### config.mk
export PLATFORM = sky130hd
export DESIGN_NAME = npm_ctrl
export DESIGN_NICKNAME = d
export VERILOG_FILES = /design/src/hdl/npm_pkg.sv /design/src/hdl/npm_ctrl.sv
export SDC_FILE = /design/constraint.sdc
export NUM_CORES = 1
export LEC_CHECK = 0
export BUFFER_PORTS_ARGS = -buffer_cell sky130_fd_sc_hd__buf_2
export CAP_MARGIN = 20
export CORE_MARGIN = 5
export CORE_UTILIZATION = 45
export CTS_CLUSTER_SIZE = 16
export DETAILED_ROUTE_END_ITERATION = 8
export PLACE_DENSITY = 0.71
export SYNTH_ARGS = -nofsm -noshare
export SYNTH_HDL_FRONTEND = slang
export SYNTH_SLANG_ARGS = --single-unit
### constraint.sdc
create_clock -name clock -period 2.9 [get_ports clock]
set_clock_uncertainty 0.2 [all_clocks]
set_input_delay 0.435 -clock clock [delete_from_list [all_inputs] [get_ports clock]]
set_output_delay 0.435 -clock clock [all_outputs]
set_load 0.01 [all_outputs]
### src/hdl/npm_pkg.sv
package npm_pkg;

   localparam int NUM_COEFFS = 256;
   localparam int Q_BITS     = 14;
   localparam int IDX_BITS   = $clog2(NUM_COEFFS);
   localparam int CMD_BITS   = 2;
   localparam int INDEX_BITS = 8;
   localparam int OPND_BITS  = 16;
   localparam int COEF_BITS  = 14;
   localparam int DRAIN_CYCLES = 3;
   localparam int DRAIN_BITS = $clog2(DRAIN_CYCLES + 1);

   localparam logic [CMD_BITS-1:0] CMD_LOAD    = 2'd0;
   localparam logic [CMD_BITS-1:0] CMD_COMPUTE = 2'd1;
   localparam logic [CMD_BITS-1:0] CMD_READ    = 2'd2;

   typedef enum logic [1:0] {
      ST_IDLE,
      ST_MAC,
      ST_DRAIN
   } state_type;

   typedef struct packed {
      logic                load_en;
      logic                read_en;
      logic                mac_en;
      logic                neg;
      logic                first;
      logic                last;
      logic [IDX_BITS-1:0] i;
      logic [IDX_BITS-1:0] j;
      logic [IDX_BITS-1:0] k;
   } ctrl_type;

   typedef struct packed {
      logic rsp_busy;
   } status_type;

endpackage

### src/hdl/npm_ctrl.sv
module npm_ctrl (
   input  logic                          clock,
   input  logic                          reset,
   input  logic                          req_valid,
   input  logic [npm_pkg::CMD_BITS-1:0]  req_cmd,
   input  logic [npm_pkg::INDEX_BITS-1:0] req_index,
   output logic                          req_stall,
   input  npm_pkg::status_type           status,
   output npm_pkg::ctrl_type             ctrl
);
   import npm_pkg::*;

   state_type             state_ff, state_in;
   logic [IDX_BITS-1:0]   i_ff, i_in;
   logic [IDX_BITS-1:0]   k_ff, k_in;
   logic [DRAIN_BITS-1:0] drain_ff, drain_in;
   logic                  accept;

   always_ff @(posedge clock) begin
      if (reset) begin
         state_ff <= ST_IDLE;
         i_ff     <= '0;
         k_ff     <= '0;
         drain_ff <= '0;
      end else begin
         state_ff <= state_in;
         i_ff     <= i_in;
         k_ff     <= k_in;
         drain_ff <= drain_in;
      end
   end

   always_comb begin
      state_in  = state_ff;
      i_in      = i_ff;
      k_in      = k_ff;
      drain_in  = drain_ff;
      req_stall = 1'b1;
      accept    = 1'b0;
      ctrl      = '0;
      ctrl.i    = i_ff;
      ctrl.k    = k_ff;
      ctrl.j    = k_ff - i_ff;
      ctrl.neg  = (i_ff > k_ff);
      ctrl.first = (i_ff == '0);
      ctrl.last  = (i_ff == IDX_BITS'(NUM_COEFFS - 1));
      case (state_ff)
         ST_IDLE: begin
            // A read must wait while the previous result is still held.
            req_stall = (req_cmd == CMD_READ) && status.rsp_busy;
            accept    = req_valid && !req_stall;
            if (accept) begin
               case (req_cmd)
                  CMD_LOAD: begin
                     ctrl.load_en = ({1'b0, req_index} < (INDEX_BITS+1)'(NUM_COEFFS));
                  end
                  CMD_COMPUTE: begin
                     state_in = ST_MAC;
                     i_in     = '0;
                     k_in     = '0;
                  end
                  CMD_READ: begin
                     ctrl.read_en = 1'b1;
                  end
                  default: begin
                  end
               endcase
            end
         end
         ST_MAC: begin
            ctrl.mac_en = 1'b1;
            if (ctrl.last) begin
               i_in = '0;
               if (k_ff == IDX_BITS'(NUM_COEFFS - 1)) begin
                  state_in = ST_DRAIN;
                  drain_in = '0;
               end else begin
                  k_in = k_ff + 1'b1;
               end
            end else begin
               i_in = i_ff + 1'b1;
            end
         end
         ST_DRAIN: begin
            // Let the last sums leave the multiply pipeline before new requests.
            drain_in = drain_ff + 1'b1;
            if (drain_ff == DRAIN_BITS'(DRAIN_CYCLES - 1)) begin
               state_in = ST_IDLE;
            end
         end
         default: begin
            state_in = ST_IDLE;
         end
      endcase
   end

endmodule

# Yosys cells after proc, flatten, opt, wreduce, memory -nomap -nowiden
# Cells that the tools add are included.
classes:
  bitwise: 0
  reduce_logical: 12
  addsub: 4
  magnitude_cmp: 1
  n_shift: 0
  div_mod_pow: 0
  n_mul: 0
  n_mux: 22
  eq_ne: 13
op_table:
  columns: ["cell", "n"]
  rows:
  - ["two-way mux 8 bit", 5]
  - ["case mux 8 bit (2 select lines)", 2]
  - ["two-way mux 2 bit", 9]
  - ["adder 8 x 1 -> 8 bit, second input constant", 2]
  - ["== test 8 bit, second input constant", 2]
  - ["inequality test 2 bit, second input constant", 5]
  - ["AND reduction 5 bit", 2]
  - ["> comparator 8 bit", 1]
  - ["zero test 8 bit", 1]
  - ["subtractor 8 bit", 1]
  - ["== test 2 bit, second input constant", 3]
  - ["case mux 2 bit (3 select lines)", 1]
  - ["AND reduction 3 bit", 2]
  - ["== test 2 x 1 -> 1 bit, second input constant", 2]
  - ["zero test 2 bit", 2]
  - ["two-way mux 1 bit", 4]
  - ["case mux 2 bit (2 select lines)", 1]
  - ["nonzero test 2 bit", 2]
  - ["adder 2 x 1 -> 2 bit, second input constant", 1]
  - ["logical AND 1 bit", 2]
  - ["inequality test 2 x 1 -> 1 bit, second input constant", 1]
  - ["zero test 1 bit", 1]
word_totals:
  latchBits: 0
  word_cells: 56
  register_bits: 20
  n_memories: 0
  ramBits: 0
  romBits: 0

# Logic depth before layout (Yosys ltp)
depth:
  word_depth: 6
  depth_mapped: 9

# Least setup slack after synthesis
# Ideal clock, no wire load.
synth_path:
  path_kind: "register to output"
  from: "register i_ff[0]"
  to: "output ctrl[26] in the netlist's numbering"
  t_arrival_ps: 2022
  path_slack_ps: 243
  required_time_ps: 2265
  path_stages_with_launch: 8
  cell_sequence: "dfxtp_1 ha_1 inv_1 fa_1 a21o_1 a21oi_1 o21ai_0 o41ai_1"
synth_lines:
  columns: ["item", "line", "text"]
  rows:
  - ["start: declaration", "npm_ctrl.sv:14", "logic [IDX_BITS-1:0] i_ff, i_in;"]
  - ["start signal: assignment", "npm_ctrl.sv:27", "i_ff <= i_in;"]
  - ["end: declaration", "npm_ctrl.sv:9", "output npm_pkg::ctrl_type ctrl"]

==> flow_metrics.env <==
export IMPL_status="finished clean"
export IMPL_setup_viol=0
export IMPL_syn_nets=196
export IMPL_track_usage_pct=16.1
export IMPL_layout_drive_gt1_share_pct=28.6
export IMPL_grt_max_degree=12
export IMPL_hold_path_class="input pin to flop"
export IMPL_crit_top_cell="inv_1"
export IMPL_drt_iter0_markers=53
export IMPL_yosys_warnings=0
export IMPL_fillers=288
export IMPL_clockBufferDepth=2
export IMPL_grt_pass1_vias=1297
export IMPL_leakage_nw=0.761
export IMPL_drc_errors=0
export IMPL_clkSinkCount=20
export IMPL_slew_viol_final=0
export IMPL_yosysSeqAreaShare_pct=28.4
export IMPL_yosys_area_top_type="dfxtp_1"
export IMPL_fin_crit_ns=2.77
export IMPL_clk_pin_slew_ns=0.12
export IMPL_avgSynthCellArea_um2=8.33
export IMPL_tightest_slew_ns=0.557
export IMPL_ir_worst_vdd_mv=0.153
export IMPL_start_kind="flop"
export IMPL_fin_nets=238
export IMPL_htree_levels=1
export IMPL_critical_path_max_stage_delay_ns=0.34
export IMPL_synth_area_um2=1410
export IMPL_maxCapViolations=0
export IMPL_die_h_um=65.9
export IMPL_crit_buf_inv=3
export IMPL_worstPathCellList="inv_1, ha_2, inv_1, fa_2, a21o_1, a21oi_2, o21ai_2, nor2_1, xnor2_1, buf_2"
export IMPL_max_slew_margin_pct=62.5
export IMPL_crit_arrival_ns=2.13
export IMPL_wl_per_cell_um=13.7
export IMPL_grt_ovfl_total=0
export IMPL_viasPerCell=5.56
export IMPL_via_count=1411
export IMPL_cp_required_ns=2.27
export IMPL_synth_distinct_cells=47
export IMPL_antenna_cells=0
export IMPL_core_region_area_um2=3030
export IMPL_yosys_top_cells_area="dfxtp_1 (28%), ha_1 (11%), xnor2_1 (7.5%), nor2_1 (5.1%), nand2_1 (4.3%)"
export IMPL_use_met3_pct=2.04
export IMPL_timing_hold_ws_ns=0.200
export IMPL_place_congestion=0.911
export IMPL_instances_no_fill=254
export IMPL_path_class="flop to output port"
export IMPL_cts_hold_fix_buffers=0
export IMPL_dp_hpwl_um=2810
export IMPL_cts_buffers=3
export IMPL_cts_tree="done"
export IMPL_crit_fanout=2
export IMPL_gr_max_usage_layer="met2"
export IMPL_crit_family="adder cells"
export IMPL_gr_usage_met2_pct=29.3
export IMPL_io_buffers=36
export IMPL_met1_usage_pct=19.5
export IMPL_end_kind="output port"
export IMPL_clock_latency_ns=0.30
export IMPL_pin_count=45
export IMPL_synth_seq_cells=20
export IMPL_max_freq_mhz=361
export IMPL_antenna_found_initial=0
export IMPL_placedCellCount=249
export IMPL_syn_inst=169
export IMPL_synth_top_area_share_pct=28.4
export IMPL_dieWidth_um=65.9
export IMPL_core_rowCount=20
export IMPL_start_util_pct=46.5
export IMPL_die_area_um2=4350
export IMPL_cp_slowest_cell="dfxtp_2"
export IMPL_rsz0062_at_grt="yes"
export IMPL_final_hold_violation_count=0
export IMPL_final_util_pct=56.3
export IMPL_dr_pass1_iters=4
export IMPL_fin_setup_tns_ns=0
export IMPL_power_mw=0.543
export IMPL_grt_pass1_wl_um=5590
export IMPL_powerDensity_nw_per_um2=319
export IMPL_clock_root_buffer="clkbuf_4"
export IMPL_finalCritPeriodShare_pct=95.5
export IMPL_ant_nets=0
export IMPL_routed_wl_um=3490
export IMPL_syn2layout_area_growth_pct=21.2
layer usage:
metal  vias to the layer above  wire length, um
met5                         -                0
met4                         0               19
met3                         2              197
met2                        44             1730
met1                       669             1550
li1                        696                -
repair_timing:
item	CTS	global route
setup buffers	1	0
gates resized for setup	4	6
setup endpoints to repair	2	2
pin swaps	2	2
endpoints found under the hold margin	0	0
cells by family after synthesis:
family | Yosys count | synth area share, %
adders and majority gates | 13 | 12.1
buffers and inverters | 19 | 6.40
and+or+nand+nor | 70 | 25.8
AOI/OAI and AO/OA | 33 | 18.6
DFF | 20 | 28.4
xor gates and xnor gates | 14 | 8.71
state kept, by name (all words and copies together), names as in the netlist:
signal / flops
drain_ff: 2
i_ff: 8
k_ff: 8
state_ff: 2
worst register-to-register path, cell delays in order (launching register included):
cell and delay, ns:
dfxtp_1 0.42, buf_4 0.17, ha_1 0.19, nand3_1 0.13
nor3_1 0.51, or4_4 0.24, nor3_2 0.03, a211o_1 0.26
per-stage QoR:
stage               area [um2]  setup slack (ns)
finish                    1710             0.131
global route              1710           -0.0100
CTS                       1690            0.0382
detailed placement        1640             0.279
global placement          1640             0.299
floorplan                 1410             0.243
Yosys cell counts (all sizes together):
library cell and instances:
or3 1, and4 1, nand3 9, o21bai 1, nor2b 1, clkdlybuf4s18 1
a21o 2, o41ai 3, and2 1, nand2b 2, and3 2, a211o 1
o22ai 1, ha 12, o311ai 4, a32oi 1, o21ba 1, o21a 1
clkinv 1, xnor2 12, or4 1, a21oi 1, and3b 1, o31ai 4
o311a 1, fa 1, nor4 1, nand2 16, a32o 2, inv 15
nor3 10, xor2 2, o31a 1, nor4b 1, nor2 19, o2111ai 1
nand3b 1, dfxtp 20, o21ai 6, nand4 3, a22oi 1, buf 2
o41a 1
cells in the final DEF, fill, tap and decap left out, types with 2 or more instances in the layout:
| cell | count |
|---|---|
| buf_2 | 36 |
| nand4_1 | 2 |
| o41ai_1 | 2 |
| o311ai_0 | 4 |
| nor3_1 | 9 |
| clkbuf_4 | 3 |
| inv_1 | 14 |
| buf_4 | 4 |
| ha_1 | 11 |
| and3_1 | 2 |
| nor2_1 | 19 |
| a21o_1 | 2 |
| dfxtp_1 | 18 |
| o21ai_2 | 2 |
| o31ai_1 | 4 |
| nand2b_1 | 2 |
| a32o_1 | 2 |
| nand2_1 | 16 |
| o21ai_0 | 4 |
| xor2_1 | 2 |
| xnor2_1 | 12 |
| nand3_1 | 9 |
final cells by class:
type                            instances  area, um2  area share (%)
Tap cell                               44       55.1            3.23
Sequential cell                        20        405            23.8
Clock buffer                            4       36.3            2.13
Timing Repair Buffer                   40        210            12.3
Inverter                               16       61.3            3.60
Multi-Input combinational cell        130        937            55.0
path summary, 6_finish.rpt:
kind | start | to | slack [ns] | depth (start not counted)
setup reg to reg | k_ff[1] | k_ff[7] | 0.67 | 7
hold reg to reg | i_ff[1] | i_ff[1] | 0.37 | 2
hold / removal | reset | i_ff[1] | 0.20 | 2
setup / recovery | k_ff[0] | ctrl[14] | 0.13 | 10
report_power, final:
part	internal (mW)	leakage, nW	switching (mW)	total [mW]
clock	0.0765	0.0210	0.0870	0.163
sequential	0.276	0.163	0.00245	0.279
combinational	0.0445	0.577	0.0566	0.101
total	0.397	0.761	0.146	0.543
Note: power is estimated with default switching activity, not from simulation.
